## config.mk

```make
export PLATFORM = sky130hd
export DESIGN_NAME = radio_chatter_highpass_filter_flat
export DESIGN_NICKNAME = d
export VERILOG_FILES = /design/src/rtl/rchp_pkg.sv /design/src/rtl/rchp_in_if.sv /design/src/rtl/rchp_out_if.sv /design/src/rtl/radio_chatter_highpass_filter.sv /design/src/rtl/rchp_front.sv /design/src/rtl/rchp_fifo.sv /design/src/rtl/rchp_back.sv /design/src/flat_wrapper.sv
export SDC_FILE = /design/constraint.sdc
export NUM_CORES = 1
export LEC_CHECK = 0
export BUFFER_PORTS_ARGS = -buffer_cell sky130_fd_sc_hd__clkbuf_2
export CORE_ASPECT_RATIO = 2
export CORE_UTILIZATION = 40
export CTS_CLUSTER_SIZE = 28
export DETAILED_ROUTE_END_ITERATION = 8
export MAX_ROUTING_LAYER = met4
export SLEW_MARGIN = 10
export SYNTH_ARGS = -nofsm -noshare
export SYNTH_HDL_FRONTEND = slang
export SYNTH_SLANG_ARGS = --single-unit
```

## constraint.sdc

```tcl
create_clock -name clk_i -period 4.4 [get_ports clk_i]
set_input_delay 0.88 -clock clk_i [delete_from_list [all_inputs] [get_ports clk_i]]
set_output_delay 0.88 -clock clk_i [all_outputs]
set_load 0.005 [all_outputs]
```

## src/rtl/rchp_pkg.sv

```systemverilog
// shared types and constants of the radio chatter high-pass filter
// no dependencies
package rchp_pkg;

  localparam logic [7:0] Silence    = 8'h80;
  localparam int         Window     = 4;
  localparam int         QueueDepth = 4;
  localparam int         AddrW      = 3;
  localparam int         DataW      = 32;

  // register index as taken from paddr
  localparam logic RegFilterEnable = 1'b0;

  // one command from the front to the back: an optional data item, then pads
  typedef struct packed {
    logic       data_vld;
    logic [7:0] data;
    logic       data_last;
    logic [2:0] pad_cnt;
  } cmd_t;

endpackage

```

## src/rtl/rchp_in_if.sv

```systemverilog
// input channel of the filter: sample and end-of-buffer mark
// no dependencies
interface rchp_in_if;
  logic       valid;
  logic       ready;
  logic [7:0] sample_in;
  logic       buffer_last;

  modport source (output valid, output sample_in, output buffer_last, input ready);
  modport sink   (input valid, input sample_in, input buffer_last, output ready);
endinterface

```

## src/rtl/rchp_out_if.sv

```systemverilog
// output channel of the filter: sample and end-of-buffer mark
// no dependencies
interface rchp_out_if;
  logic       valid;
  logic       ready;
  logic [7:0] sample_out;
  logic       out_last;

  modport source (output valid, output sample_out, output out_last, input ready);
  modport sink   (input valid, input sample_out, input out_last, output ready);
endinterface

```

## src/rtl/radio_chatter_highpass_filter.sv

```systemverilog
// top level of the radio chatter high-pass filter: config register, front, queue, back
// depends on rchp_pkg, rchp_in_if, rchp_out_if, rchp_front, rchp_fifo, rchp_back
//
//   channel   dir  handshake      payload
//   in_ch     in   valid/ready    sample_in[7:0], buffer_last
//   out_ch    out  valid/ready    sample_out[7:0], out_last
//   apb       in   psel/penable   paddr[2:0], pwdata[31:0], prdata[31:0]
//
// one sample is taken per cycle while the command queue has room
// a sample gives at most one result, none while the window fills, the last of a buffer up to five; the back end
// emits one result per cycle while the output is ready
// a result passes through the command queue, the held command register and the output register
// reset clears the window, the queue pointers, the held and output valid flags and filter_enable
module radio_chatter_highpass_filter #(
  parameter int QueueDepth = rchp_pkg::QueueDepth
) (
  input  logic                       clk_i,
  input  logic                       rst_ni,
  rchp_in_if.sink                    in_ch,
  rchp_out_if.source                 out_ch,
  input  logic                       psel,
  input  logic                       penable,
  input  logic                       pwrite,
  input  logic [rchp_pkg::AddrW-1:0] paddr,
  input  logic [rchp_pkg::DataW-1:0] pwdata,
  output logic [rchp_pkg::DataW-1:0] prdata,
  output logic                       pready
);
  import rchp_pkg::*;

  logic enable_q;
  logic push, pop, full, empty;
  cmd_t cmd, head;

  assign pready = 1'b1;
  assign prdata = (paddr[2] == RegFilterEnable) ? {{(DataW-1){1'b0}}, enable_q} : '0;

  always_ff @(posedge clk_i or negedge rst_ni) begin
    if (!rst_ni) begin
      enable_q <= 1'b0;
    end else if (psel && penable && pwrite && pready && (paddr[2] == RegFilterEnable)) begin
      enable_q <= pwdata[0];
    end
  end

  rchp_front u_front (
    .clk_i       (clk_i),
    .rst_ni      (rst_ni),
    .enable_i    (enable_q),
    .in_valid_i  (in_ch.valid),
    .in_sample_i (in_ch.sample_in),
    .in_last_i   (in_ch.buffer_last),
    .in_ready_o  (in_ch.ready),
    .full_i      (full),
    .push_o      (push),
    .cmd_o       (cmd)
  );

  rchp_fifo #(
    .Depth (QueueDepth)
  ) u_fifo (
    .clk_i   (clk_i),
    .rst_ni  (rst_ni),
    .push_i  (push),
    .data_i  (cmd),
    .pop_i   (pop),
    .head_o  (head),
    .full_o  (full),
    .empty_o (empty)
  );

  rchp_back u_back (
    .clk_i        (clk_i),
    .rst_ni       (rst_ni),
    .head_i       (head),
    .empty_i      (empty),
    .pop_o        (pop),
    .out_valid_o  (out_ch.valid),
    .out_ready_i  (out_ch.ready),
    .out_sample_o (out_ch.sample_out),
    .out_last_o   (out_ch.out_last)
  );

endmodule

```

## src/rtl/rchp_front.sv

```systemverilog
// front end: accepts samples, keeps the four-sample window, builds commands
// depends on rchp_pkg
module rchp_front (
  input  logic          clk_i,
  input  logic          rst_ni,
  input  logic          enable_i,
  input  logic          in_valid_i,
  input  logic [7:0]    in_sample_i,
  input  logic          in_last_i,
  output logic          in_ready_o,
  input  logic          full_i,
  output logic          push_o,
  output rchp_pkg::cmd_t cmd_o
);
  import rchp_pkg::*;

  logic [7:0]        delay_q [Window];
  logic [7:0]        delay_d [Window];
  logic signed [9:0] sum_q, sum_d;
  logic [2:0]        fill_q, fill_d;
  logic              accept;
  logic [7:0]        oldest;
  logic signed [9:0] sum_adj;
  logic signed [9:0] mean_w;
  logic [7:0]        diff;
  logic [7:0]        filt;

  assign in_ready_o = !full_i;
  assign accept     = in_valid_i && !full_i;
  assign oldest     = delay_q[0];

  // mean rounded toward zero
  assign sum_adj = sum_q[9] ? sum_q + 10'sd3 : sum_q;
  assign mean_w  = sum_adj >>> 2;
  assign diff    = oldest - mean_w[7:0];
  assign filt    = {diff[6:0], 1'b0} + Silence;

  always_comb begin
    delay_d = delay_q;
    sum_d   = sum_q;
    fill_d  = fill_q;
    cmd_o   = '0;
    if (!enable_i) begin
      cmd_o.data_vld  = 1'b1;
      cmd_o.data      = in_sample_i;
      cmd_o.data_last = in_last_i;
      for (int k = 0; k < Window; k++) delay_d[k] = '0;
      sum_d  = '0;
      fill_d = '0;
    end else begin
      if (fill_q[2]) begin
        cmd_o.data_vld = 1'b1;
        cmd_o.data     = filt;
        sum_d = sum_q + $signed({2'b00, in_sample_i}) - $signed({2'b00, oldest});
        for (int k = 0; k < Window - 1; k++) delay_d[k] = delay_q[k + 1];
        delay_d[Window - 1] = in_sample_i;
      end else begin
        delay_d[fill_q[1:0]] = in_sample_i;
        sum_d  = sum_q + $signed({2'b00, in_sample_i}) - $signed({2'b00, Silence});
        fill_d = fill_q + 3'd1;
      end
      if (in_last_i) begin
        // one pad for each sample still held in the window
        cmd_o.pad_cnt = fill_d;
        for (int k = 0; k < Window; k++) delay_d[k] = '0;
        sum_d  = '0;
        fill_d = '0;
      end
    end
  end

  assign push_o = accept && (cmd_o.data_vld || (cmd_o.pad_cnt != 3'd0));

  always_ff @(posedge clk_i or negedge rst_ni) begin
    if (!rst_ni) begin
      for (int k = 0; k < Window; k++) delay_q[k] <= '0;
      sum_q  <= '0;
      fill_q <= '0;
    end else if (accept) begin
      delay_q <= delay_d;
      sum_q   <= sum_d;
      fill_q  <= fill_d;
    end
  end

  a_fill_range: assert property (@(posedge clk_i) disable iff (!rst_ni)
    fill_q <= 3'd4)
    else $error("window fill beyond four samples");

  a_disabled_clears: assert property (@(posedge clk_i) disable iff (!rst_ni)
    (accept && !enable_i) |=> (fill_q == 3'd0 && sum_q == 10'sd0))
    else $error("window not cleared while bypassed");

endmodule

```

## src/rtl/rchp_fifo.sv

```systemverilog
// command queue between front and back
// depends on rchp_pkg
module rchp_fifo #(
  parameter int Depth = rchp_pkg::QueueDepth
) (
  input  logic           clk_i,
  input  logic           rst_ni,
  input  logic           push_i,
  input  rchp_pkg::cmd_t data_i,
  input  logic           pop_i,
  output rchp_pkg::cmd_t head_o,
  output logic           full_o,
  output logic           empty_o
);
  import rchp_pkg::*;

  localparam int PtrW = (Depth > 1) ? $clog2(Depth) : 1;
  localparam int CntW = $clog2(Depth + 1);

  cmd_t            mem_q [Depth];
  logic [PtrW-1:0] wptr_q, rptr_q;
  logic [CntW-1:0] cnt_q;

  function automatic logic [PtrW-1:0] nxt(input logic [PtrW-1:0] p);
    return (p == PtrW'(Depth - 1)) ? '0 : p + PtrW'(1);
  endfunction

  assign head_o  = mem_q[rptr_q];
  assign full_o  = (cnt_q == CntW'(Depth));
  assign empty_o = (cnt_q == '0);

  always_ff @(posedge clk_i) begin
    if (push_i) mem_q[wptr_q] <= data_i;
  end

  always_ff @(posedge clk_i or negedge rst_ni) begin
    if (!rst_ni) begin
      wptr_q <= '0;
      rptr_q <= '0;
      cnt_q  <= '0;
    end else begin
      if (push_i) wptr_q <= nxt(wptr_q);
      if (pop_i) rptr_q <= nxt(rptr_q);
      if (push_i && !pop_i) cnt_q <= cnt_q + CntW'(1);
      else if (pop_i && !push_i) cnt_q <= cnt_q - CntW'(1);
    end
  end

  a_no_overflow: assert property (@(posedge clk_i) disable iff (!rst_ni)
    full_o |-> !push_i)
    else $error("command pushed into full queue");

  a_no_underflow: assert property (@(posedge clk_i) disable iff (!rst_ni)
    empty_o |-> !pop_i)
    else $error("command popped from empty queue");

endmodule

```

## src/rtl/rchp_back.sv

```systemverilog
// back end: expands commands into result items behind an output register
// depends on rchp_pkg
module rchp_back (
  input  logic           clk_i,
  input  logic           rst_ni,
  input  rchp_pkg::cmd_t head_i,
  input  logic           empty_i,
  output logic           pop_o,
  output logic           out_valid_o,
  input  logic           out_ready_i,
  output logic [7:0]     out_sample_o,
  output logic           out_last_o
);
  import rchp_pkg::*;

  cmd_t       cur_q, cur_d, rest;
  logic       cur_vld_q, cur_vld_d;
  logic       out_vld_q, out_vld_d;
  logic [7:0] out_smp_q, out_smp_d;
  logic       out_lst_q, out_lst_d;
  logic       advance;
  logic       remaining;

  assign advance = cur_vld_q && (!out_vld_q || out_ready_i);

  // data item first, then the pads; the final pad carries the mark, a data item carries its own data_last
  always_comb begin
    rest = cur_q;
    if (cur_q.data_vld) begin
      out_smp_d     = cur_q.data;
      out_lst_d     = cur_q.data_last;
      rest.data_vld = 1'b0;
    end else begin
      out_smp_d    = Silence;
      out_lst_d    = (cur_q.pad_cnt == 3'd1);
      rest.pad_cnt = cur_q.pad_cnt - 3'd1;
    end
  end

  assign remaining = rest.data_vld || (rest.pad_cnt != 3'd0);
  assign pop_o     = !empty_i && (!cur_vld_q || (advance && !remaining));

  always_comb begin
    cur_d     = cur_q;
    cur_vld_d = cur_vld_q;
    if (pop_o) begin
      cur_d     = head_i;
      cur_vld_d = 1'b1;
    end else if (advance) begin
      cur_d     = rest;
      cur_vld_d = remaining;
    end
    if (advance) out_vld_d = 1'b1;
    else if (out_ready_i) out_vld_d = 1'b0;
    else out_vld_d = out_vld_q;
  end

  always_ff @(posedge clk_i or negedge rst_ni) begin
    if (!rst_ni) begin
      cur_vld_q <= 1'b0;
      out_vld_q <= 1'b0;
    end else begin
      cur_vld_q <= cur_vld_d;
      out_vld_q <= out_vld_d;
    end
  end

  always_ff @(posedge clk_i) begin
    cur_q <= cur_d;
    if (advance) begin
      out_smp_q <= out_smp_d;
      out_lst_q <= out_lst_d;
    end
  end

  assign out_valid_o  = out_vld_q;
  assign out_sample_o = out_smp_q;
  assign out_last_o   = out_lst_q;

  a_cur_not_empty: assert property (@(posedge clk_i) disable iff (!rst_ni)
    cur_vld_q |-> (cur_q.data_vld || (cur_q.pad_cnt != 3'd0)))
    else $error("held command has nothing left to emit");

  a_pad_range: assert property (@(posedge clk_i) disable iff (!rst_ni)
    cur_vld_q |-> (cur_q.pad_cnt <= 3'd4))
    else $error("pad count beyond window size");

endmodule
```

## src/flat_wrapper.sv

```systemverilog
// flat-port wrapper written by rule: the top's interface ports become plain ports
module radio_chatter_highpass_filter_flat import rchp_pkg::*;
#(
  parameter int QueueDepth = rchp_pkg::QueueDepth
)
  (clk_i, rst_ni, psel, penable, pwrite, paddr, pwdata, prdata, pready, in_ch_valid, in_ch_sample_in, in_ch_buffer_last, in_ch_ready, out_ch_valid, out_ch_sample_out, out_ch_out_last, out_ch_ready);
  rchp_in_if in_ch_i ();
  rchp_out_if out_ch_i ();
  input  logic clk_i;
  input  logic rst_ni;
  input  logic psel;
  input  logic penable;
  input  logic pwrite;
  input  logic [rchp_pkg::AddrW-1:0] paddr;
  input  logic [rchp_pkg::DataW-1:0] pwdata;
  output logic [rchp_pkg::DataW-1:0] prdata;
  output logic pready;
  input wire logic [$bits(in_ch_i.valid)-1:0] in_ch_valid;
  input wire logic [$bits(in_ch_i.sample_in)-1:0] in_ch_sample_in;
  input wire logic [$bits(in_ch_i.buffer_last)-1:0] in_ch_buffer_last;
  output wire logic [$bits(in_ch_i.ready)-1:0] in_ch_ready;
  output wire logic [$bits(out_ch_i.valid)-1:0] out_ch_valid;
  output wire logic [$bits(out_ch_i.sample_out)-1:0] out_ch_sample_out;
  output wire logic [$bits(out_ch_i.out_last)-1:0] out_ch_out_last;
  input wire logic [$bits(out_ch_i.ready)-1:0] out_ch_ready;
  assign in_ch_i.valid = in_ch_valid;
  assign in_ch_i.sample_in = in_ch_sample_in;
  assign in_ch_i.buffer_last = in_ch_buffer_last;
  assign in_ch_ready = in_ch_i.ready;
  assign out_ch_valid = out_ch_i.valid;
  assign out_ch_sample_out = out_ch_i.sample_out;
  assign out_ch_out_last = out_ch_i.out_last;
  assign out_ch_i.ready = out_ch_ready;
  radio_chatter_highpass_filter #(.QueueDepth(QueueDepth)) u_core (.clk_i(clk_i), .rst_ni(rst_ni), .in_ch(in_ch_i), .out_ch(out_ch_i), .psel(psel), .penable(penable), .pwrite(pwrite), .paddr(paddr), .pwdata(pwdata), .prdata(prdata), .pready(pready));
endmodule
```

==> impl_metrics.json, run 1 <==
{
  "cts_buffers": 17,
  "place_ws_ns": 0.1678,
  "grt_pass1_wl_um": 24660,
  "nFillCells": 1560,
  "worst_r2r_startpoint": "u_core.u_front.sum_q[0]",
  "die-area_um2": 17630,
  "syn_avg_cell_area_um2": 11.64,
  "routabilityCongestion": 0.9922,
  "grt_pass1_vias": 4701,
  "post-cts-setup-buffer-count": 0,
  "yosys-mux-area-fraction_pct": 5.550,
  "fin_cells": 842,
  "antenna_cells": 0,
  "clk_latency_ns": 0.42,
  "required_ns": 4.74,
  "cts_resized": 0,
  "cts_buffer_depth": 2,
  "cp-startpoint": "in_ch_sample_in[0]",
  "fin_ws_ns": 0.5805,
  "synth-adder-area-share_pct": 7.584,
  "period_share_pct": 86.81,
  "power_density_nw_per_um2": 629.5,
  "most-common-layout-cells": "edfxtp_1 (74), dfrtp_1 (55), nand2_1 (51)",
  "synth-compound-area-share_pct": 14.00,
  "cp_max_fo": 4,
  "htreeDepth": 4,
  "drt-pass1-iter-count": 4,
  "coreArea_um2": 16770,
  "finish.instance_area_um2": 7755,
  "via_count": 4433,
  "finalHoldViolations": 0,
  "placed_area_um2": 7099,
  "critPathCapture": "u_core.u_front.sum_q[9]",
  "synth_xor_area_share_pct": 3.462,
  "endpoint_kind": "flip-flop",
  "min_period_ns": 3.819,
  "cp_data_arrival_time_ns": 4.16,
  "synth_cell_types": 57,
  "area_growth_syn_to_layout_pct": 13.54,
  "chipWidth_um": 94.40,
  "finalPower_mw": 4.882,
  "final_common_cell": "edfxtp_1",
  "clk_pin_slew_worst_paths_ns": 0.06,
  "worst_slew_pin_slew_ns": 1.194,
  "crit_type": "in -> reg",
  "drv_cap": 0,
  "synth_edf_count": 74,
  "post_drt_wl_per_cell_um": 18.52,
  "overflow": 0,
  "wl_um": 15590,
  "start_util_pct": 40.74,
  "hp-class": "reg -> reg",
  "grt_max_degree": 42,
  "slew_violations": 0,
  "setup_viol": 0,
  "via_per_inst": 5.265,
  "antenna_found_initial": 0,
  "rsz0062_at_grt": "false",
  "whs_ns": 0.4740,
  "clock-sinks": 129,
  "rows": 67,
  "ant_nets": 0,
  "status": "finished clean",
  "drc": 0,
  "synthFlopType": "edfxtp_1",
  "post-route-util_pct": 46.25,
  "relSlewSlack_pct": 19.69,
  "r2r.worst_path.cells": 15,
  "max_freq_ghz": 0.2618,
  "syn_inst": 587,
  "whs_path_depth": 1,
  "hold_buffers": 0,
  "dieHeight_um": 186.8,
  "layout-drive-gt1-share_pct": 15.59,
  "fin_tns_setup_ns": 0,
  "fin_nets": 712,
  "cts_tree": "built",
  "synthArstFlopShare_pct": 42.64,
  "r2r_slack_ns": 0.70,
  "hpwl_um": 12000,
  "ios": 95,
  "reg2reg_to": "u_core.u_front.sum_q[9]",
  "port_buffers": 29,
  "vdd.ir_drop.worst_mv": 0.2716,
  "skew_ns": 0.009540,
  "yosys_warnings": 0,
  "ys_ff_latch": 129,
  "start_kind": "input port",
  "yosys.area_share.simple_pct": 10.22,
  "leakagePower_nw": 3.175,
  "drtIter0Drc": 243,
  "syn_area_um2": 6830,
  "grt.total_usage_pct": 19.93,
  "synth_top_family_by_area": "compound AO/OA/AOI/OAI gates",
  "yosysSeqAreaShare_pct": 52.68,
  "place_inst": 810,
  "cts_root_buf": "clkbuf_16"
}
-- metal layers --
layer | global-route usage [%] | up-vias | routed length [um] | share of wire (%)
li1 | - | 2136 | - | -
met1 | 17.79 | 2177 | 5246 | 34
met2 | 36.87 | 88 | 9168 | 59
met3 | 3.545 | 32 | 277 | 1.8
met4 | 12.43 | 0 | 898 | 5.8
met5 | - | - | 0 | 0
-- Yosys cell counts, types with 3 or more instances --
master	number	share of area, %
a21o_1	8	0.88
a21oi_1	12	0.88
a22o_1	11	1.4
a22oi_1	24	2.6
and2_1	13	1.2
buf_1	3	0.16
buf_4	32	3.5
clkbuf_1	15	0.82
dfrtp_1	55	20
edfxtp_1	74	33
fa_1	4	1.2
ha_1	35	6.4
inv_1	33	1.8
mux2_2	5	0.82
mux2i_1	3	0.44
mux4_2	13	4.3
nand2_1	51	2.8
nand2b_1	7	0.64
nand3_1	4	0.29
nor2_1	26	1.4
nor2b_1	20	1.8
nor3_1	7	0.51
o21a_1	7	0.77
o21ai_0	45	3.3
o21ai_1	6	0.44
o22ai_1	7	0.64
o31a_1	3	0.38
o31ai_1	3	0.33
or2_2	3	0.27
xnor2_1	15	1.9
xor2_1	12	1.5
-- registers in the layout, indices dropped and copies added, names as in the netlist, 2 cells and up --
register	cells
u_core.u_front.delay_q	24
u_core.u_front.sum_q	10
u_core.u_fifo.mem_q	52
u_core.u_back.out_sample_o	8
u_core.u_fifo.cnt_q	3
u_core.u_front.oldest	8
u_core.u_front.fill_q	3
u_core.u_fifo.rptr_q	2
u_core.u_fifo.wptr_q	2
u_core.u_back.cur_q	13
-- area by class of cell --
cell class                      count  area [um^2]  area share, %
Clock buffer                       18        429.2          5.534
Clock inverter                     14        226.5          2.920
Timing Repair Buffer               37        205.2          2.646
Tap cell                          207        259.0          3.340
Sequential cell                   129         3598          46.40
Inverter                           33        123.9          1.597
Multi-Input combinational cell    404         2913          37.56
-- worst max-delay path: stages --
cell and delay [ns]:
clkbuf_2 0.11, ha_1 0.18, inv_1 0.06, fa_1 0.40, nor2b_1 0.17, o31a_1 0.27, o21a_1 0.14, nor2_1 0.04
xnor2_1 0.15, ha_1 0.20, or4_1 0.46, o221a_2 0.27, a211oi_2 0.17, nor3_1 0.09, or4b_1 0.48, o211ai_2 0.08
-- cells by family after synthesis --
family,count (synthesis)
xor+xnor,27
other cells,2
fa+ha+maj,39
mux,21
flops,129
buf+inv,84
simple gates,142
compound gates,143
-- worst min-delay path by stage --
stage,from,to
final,u_core.u_back.cur_vld_q,u_core.u_back.out_valid_o
after global routing,u_core.u_back.cur_vld_q,u_core.u_back.out_valid_o
after CTS,u_core.u_back.cur_vld_q,u_core.u_back.out_valid_o
after detailed placement,u_core.u_back.cur_vld_q,u_core.u_back.out_valid_o
after global placement,u_core.u_front.delay_q[17],u_core.u_front.delay_q[17]
after floorplan,u_core.u_back.cur_vld_q,u_core.u_back.out_valid_o
-- where the power goes --
part,total (mW),switching [mW],leakage (nW),internal [mW]
clock network,1.57,0.554,0.318,1.02
logic,1.54,0.822,1.43,0.719
registers,1.77,0.222,1.43,1.55
Note: power is estimated with default switching activity, not from simulation.
==> run 2, diff against run 1 <==
--- a/config.mk
+++ b/config.mk
@@ -11,6 +11,7 @@
 export CTS_CLUSTER_SIZE = 28
 export DETAILED_ROUTE_END_ITERATION = 8
 export MAX_ROUTING_LAYER = met4
+export PLACE_DENSITY_LB_ADDON = 0.1
 export SLEW_MARGIN = 10
 export SYNTH_ARGS = -nofsm -noshare
 export SYNTH_HDL_FRONTEND = slang
==> impl_metrics.json, run 2 (synthesized netlist as in run 1, its figures left out) <==
{
  "grt_max_degree": 32,
  "status": "finished clean",
  "dieHeight_um": 186.8,
  "slew_violations": 0,
  "drtIter0Drc": 158,
  "hpwl_um": 12030,
  "clk_pin_slew_worst_paths_ns": 0.06,
  "worst_r2r_startpoint": "u_core.u_front.sum_q[0]",
  "hp-class": "in -> async",
  "cts_tree": "built",
  "place_inst": 814,
  "rows": 67,
  "r2r.worst_path.cells": 15,
  "fin_nets": 716,
  "p_seq_share_pct": 38.3,
  "port_buffers": 29,
  "reg2reg_to": "u_core.u_front.sum_q[9]",
  "final_common_cell": "edfxtp_1",
  "switching_share_pct": 33.86,
  "vdd.ir_drop.worst_mv": 0.3405,
  "largest_register_ffs": 52,
  "cts_resized": 0,
  "hold_buffers": 0,
  "htreeDepth": 4,
  "cp_data_arrival_time_ns": 4.19,
  "leakagePower_nw": 3.150,
  "grt_pass1_vias": 4669,
  "post_drt_wl_per_cell_um": 18.68,
  "coreArea_um2": 16770,
  "power_density_nw_per_um2": 601.5,
  "start_kind": "input port",
  "p_int_mw": 3.056,
  "ant_nets": 0,
  "endpoint_kind": "flip-flop",
  "area_growth_syn_to_layout_pct": 12.47,
  "largest_register": "u_core.u_fifo.mem_q",
  "worst_slew_pin_slew_ns": 0.8902,
  "min_period_ns": 3.849,
  "cts_buffer_depth": 2,
  "required_ns": 4.74,
  "crit_type": "in -> reg",
  "antenna_cells": 0,
  "drv_cap": 0,
  "clk_latency_ns": 0.41,
  "rsz0062_at_grt": "false",
  "overflow": 0,
  "period_share_pct": 87.49,
  "fin_tns_setup_ns": 0,
  "power.share.clock_pct": 28.4,
  "start_util_pct": 40.74,
  "relSlewSlack_pct": 40.65,
  "routabilityCongestion": 0.9025,
  "grt_pass1_wl_um": 25300,
  "drt-pass1-iter-count": 4,
  "antenna_found_initial": 0,
  "combinationalPowerShare_pct": 33.3,
  "ios": 95,
  "cts_root_buf": "clkbuf_16",
  "most-common-layout-cells": "edfxtp_1 (74), dfrtp_1 (55), nand2_1 (51)",
  "via_per_inst": 5.281,
  "setup_viol": 0,
  "skew_ns": 0.01370,
  "wl_um": 15810,
  "clock-sinks": 129,
  "via_count": 4468,
  "r2r_slack_ns": 0.73,
  "p_sw_mw": 1.565,
  "cts_buffers": 17,
  "layout-drive-gt1-share_pct": 16.12,
  "top_regs": "u_core.u_fifo.mem_q (52), u_core.u_front.delay_q (24), u_core.u_back.cur_q (13)",
  "post-cts-setup-buffer-count": 0,
  "grt.total_usage_pct": 20.29,
  "fin_cells": 846,
  "chipWidth_um": 94.40,
  "max_freq_ghz": 0.2598,
  "die-area_um2": 17630,
  "cp_max_fo": 4,
  "finalHoldViolations": 0,
  "drc": 0
}
==> run 2: cell count changes in the layout (fill, tap and decap cells not counted) <==
| cell | change |
|---|---|
| inv_6 | -2 |
| clkinvlp_4 | +1 |
| clkbuf_1 | -1 |
| clkbuf_8 | +1 |
| clkinv_1 | +1 |
| bufinv_16 | -4 |
| clkinv_2 | +5 |
| buf_4 | +4 |
| inv_8 | -1 |
==> run 2: critical path, stage by stage <==
cell,delay [ns]
clkbuf_2,0.15
ha_1,0.22
inv_1,0.07
fa_1,0.40
nor2b_1,0.16
o31a_1,0.21
o21a_1,0.14
nor2_1,0.05
xnor2_1,0.18
ha_1,0.22
or4_1,0.44
o221a_2,0.26
a211oi_2,0.17
nor3_1,0.08
or4b_1,0.48
o211ai_2,0.08
==> run 2: per-stage QoR <==
stage	util (%)	hold slack (ns)	setup WS (ns)	total power [mW]	cell area [um^2]
2_1_floorplan	-	0.4421	0.5789	2.927	6943
3_3_place_gp	42.52	0.4631	0.1821	3.306	7129
3_5_place_dp	42.52	0.4711	0.1355	3.367	7129
4_1_cts	45.82	0.4843	0.5566	4.688	7682
5_1_grt	45.82	0.5072	0.2900	4.944	7682
6_report	45.82	0.4716	0.5505	4.621	7682
==> run 2: routing by layer <==
metal	vias to the layer above	GRT usage, %	part of all wire (%)
met5	-	-	0
met4	0	13.37	6.2
met3	46	3.260	2.6
met2	105	35.56	57
met1	2177	19.92	34
li1	2140	-	-
==> run 2: worst max-delay path by stage <==
stage	start	to	slack, ns	depth (start not counted)
finish	in_ch_sample_in[0]	u_core.u_front.sum_q[9]	0.55	16
global route	in_ch_sample_in[0]	u_core.u_front.sum_q[9]	0.29	17
CTS	in_ch_sample_in[0]	u_core.u_front.sum_q[9]	0.56	16
detailed placement	in_ch_sample_in[0]	u_core.u_front.sum_q[9]	0.14	16
global placement	in_ch_sample_in[0]	u_core.u_front.sum_q[9]	0.18	16
floorplan	in_ch_sample_in[0]	u_core.u_front.sum_q[9]	0.58	15
==> run 2: power groups by stage <==
stage               sequential [mW]  combinational, mW  clock [mW]
finish                         1.77               1.54        1.31
global route                   1.81               1.75        1.39
CTS                            1.78               1.57        1.34
detailed placement             1.80               1.57           0
global placement               1.79               1.52           0
floorplan                      1.67               1.25           0
==> run 2: final cells by class <==
cell class	count	area, um^2
Clock inverter	14	113.9
Fill cell	1566	9084
Tap cell	207	259.0
Sequential cell	129	3598
Clock buffer	18	439.2
Timing Repair Buffer	41	235.2
Multi-Input combinational cell	404	2913
Inverter	33	123.9
==> run 3, diff against run 2 <==
--- a/config.mk
+++ b/config.mk
@@ -11,7 +11,7 @@
 export CTS_CLUSTER_SIZE = 28
 export DETAILED_ROUTE_END_ITERATION = 8
 export MAX_ROUTING_LAYER = met4
-export PLACE_DENSITY_LB_ADDON = 0.1
+export PLACE_DENSITY = 0.64
 export SLEW_MARGIN = 10
 export SYNTH_ARGS = -nofsm -noshare
 export SYNTH_HDL_FRONTEND = slang
==> impl_metrics.json, run 3 (synthesized netlist as in run 1, its figures left out) <==
{
  "status": "finished clean",
  "rows": 67,
  "port_buffers": 29,
  "antenna_cells": 0,
  "cts_buffers": 17,
  "overflow": 0,
  "die-area_um2": 17630,
  "wl_met3_um": 508,
  "crit_slowest_cell": "or4b_1",
  "p_sw_mw": 1.624,
  "combinationalPowerShare_pct": 32.2,
  "period_share_pct": 87.67,
  "switching_share_pct": 33.83,
  "register_area_um2": 3598,
  "final_common_cell": "edfxtp_1",
  "cts_buffer_depth": 2,
  "cp_max_fo": 4,
  "grt_pass1_vias": 4691,
  "power.share.clock_pct": 30.8,
  "fin_ws_ns": 0.5427,
  "htreeDepth": 4,
  "ant_nets": 0,
  "place_ws_ns": 0.1028,
  "start_kind": "input port",
  "p_int_mw": 3.177,
  "post_drt_wl_per_cell_um": 18.27,
  "worst_slew_pin_slew_ns": 1.068,
  "place_inst": 811,
  "leakagePower_nw": 3.164,
  "dieHeight_um": 186.8,
  "multiInputGateArea_um2": 2913,
  "fin_cells": 843,
  "largest_register": "u_core.u_fifo.mem_q",
  "hp-class": "in -> async",
  "endpoint_kind": "flip-flop",
  "grt_max_degree": 38,
  "fin_nets": 713,
  "skew_ns": 0.008506,
  "finish.instance_area_um2": 7729,
  "drt-met1-wl_um": 5149,
  "required_ns": 4.74,
  "via_per_inst": 5.454,
  "layout-drive-gt1-share_pct": 15.72,
  "wl_um": 15400,
  "setup_viol": 0,
  "relSlewSlack_pct": 28.81,
  "p_seq_share_pct": 37.0,
  "r2r.worst_path.cells": 15,
  "ios": 95,
  "clock-sinks": 129,
  "most-common-layout-cells": "edfxtp_1 (74), dfrtp_1 (55), nand2_1 (51)",
  "grt_pass1_wl_um": 24590,
  "fin_tns_setup_ns": 0,
  "hold_buffers": 0,
  "start_util_pct": 40.74,
  "whs_ns": 0.4223,
  "drtIter0Drc": 210,
  "coreArea_um2": 16770,
  "min_period_ns": 3.857,
  "drc": 0,
  "cts_tree": "built",
  "cp_common_cell": "ha_1",
  "slew_violations": 0,
  "max_freq_ghz": 0.2592,
  "cp_data_arrival_time_ns": 4.20,
  "nFillCells": 1551,
  "chipWidth_um": 94.40,
  "vdd.ir_drop.worst_mv": 0.4150,
  "crit_type": "in -> reg",
  "wl_met2_um": 8807,
  "drt-pass1-iter-count": 7,
  "top_regs": "u_core.u_fifo.mem_q (52), u_core.u_front.delay_q (24), u_core.u_back.cur_q (13)",
  "clk_pin_slew_worst_paths_ns": 0.06,
  "highest_layer": "met4",
  "cts_resized": 0,
  "area_growth_syn_to_layout_pct": 13.15,
  "drv_cap": 0,
  "antenna_found_initial": 0,
  "cp_cell_sequence": "clkbuf_2, ha_1, inv_1, fa_1, nor2b_1, o31a_1, o21a_1, nor2_1, xnor2_1, ha_1, or4_1, o221a_2, a211oi_2, nor3_1, or4b_1, o211ai_2",
  "max_stage_delay_ns": 0.50,
  "post-cts-setup-buffer-count": 0,
  "cts_root_buf": "clkbuf_16",
  "grt.total_usage_pct": 19.61,
  "clk_latency_ns": 0.42,
  "via_count": 4598,
  "largest_register_ffs": 52,
  "rsz0062_at_grt": "false",
  "placed_area_um2": 7107,
  "routabilityCongestion": 0.9139,
  "hpwl_um": 11820,
  "finalHoldViolations": 0,
  "power_density_nw_per_um2": 621.1
}
==> run 3: cell types whose count changed in the layout (fill, tap and decap cells not counted) <==
| cell | before | now |
|---|---|---|
| buf_4 | 12 | 9 |
| clkinvlp_4 | 2 | 1 |
| clkinv_4 | 2 | 3 |
| bufinv_16 | 1 | 3 |
| inv_6 | 2 | 4 |
| inv_8 | 0 | 3 |
| clkinv_2 | 6 | 0 |
| clkbuf_8 | 1 | 0 |
==> run 3: power by group through the flow <==
stage          registers (mW)  logic [mW]  clock network, mW
3_5_place_dp             1.80        1.55                  0
3_3_place_gp             1.78        1.49                  0
6_report                 1.78        1.55               1.48
5_1_grt                  1.81        1.72               1.55
2_1_floorplan            1.67        1.25                  0
4_1_cts                  1.78        1.56               1.50
==> run 3: path summary, 6_finish.rpt <==
path | startpoint | endpoint | slack (ns)
worst max-delay path | in_ch_sample_in[0] | u_core.u_front.sum_q[9] | 0.54
worst max register to register | u_core.u_front.sum_q[0] | u_core.u_front.sum_q[9] | 0.74
worst min register to register | u_core.u_back.cur_vld_q | u_core.u_back.out_valid_o | 0.48
min in group clk_i | u_core.u_back.cur_vld_q | u_core.u_back.out_valid_o | 0.48
max in group asynchronous | rst_ni | u_core.u_front.sum_q[3] | 3.07
worst min-delay path | rst_ni | u_core.u_back.out_valid_o | 0.42
==> run 3: layer usage <==
metal | GRT usage, % | vias to the layer above
li1 | - | 2133
met2 | 35.56 | 170
met4 | 12.54 | 0
met5 | - | -
met3 | 3.423 | 44
met1 | 18.10 | 2251
==> run 3: cell type report <==
class	instances	area share (%)
Clock inverter	15	2.542
Multi-Input combinational cell	404	37.69
Tap cell	207	3.351
Inverter	33	1.603
Sequential cell	129	46.56
Clock buffer	17	5.504
Timing Repair Buffer	38	2.752
==> run 3: metrics by stage <==
stage	power, mW	utilization (%)
after CTS	4.837	46.10
after global placement	3.272	42.39
after global routing	5.085	46.10
after detailed placement	3.356	42.39
final	4.801	46.10
after floorplan	2.927	-
==> run 3: critical path, delay by kind of cell <==
family,cells,cell delay (ns)
buf+inv,2,0.23
fa+ha+maj,3,0.82
compound gates,5,0.86
simple gates,5,1.23
xor+xnor,1,0.18
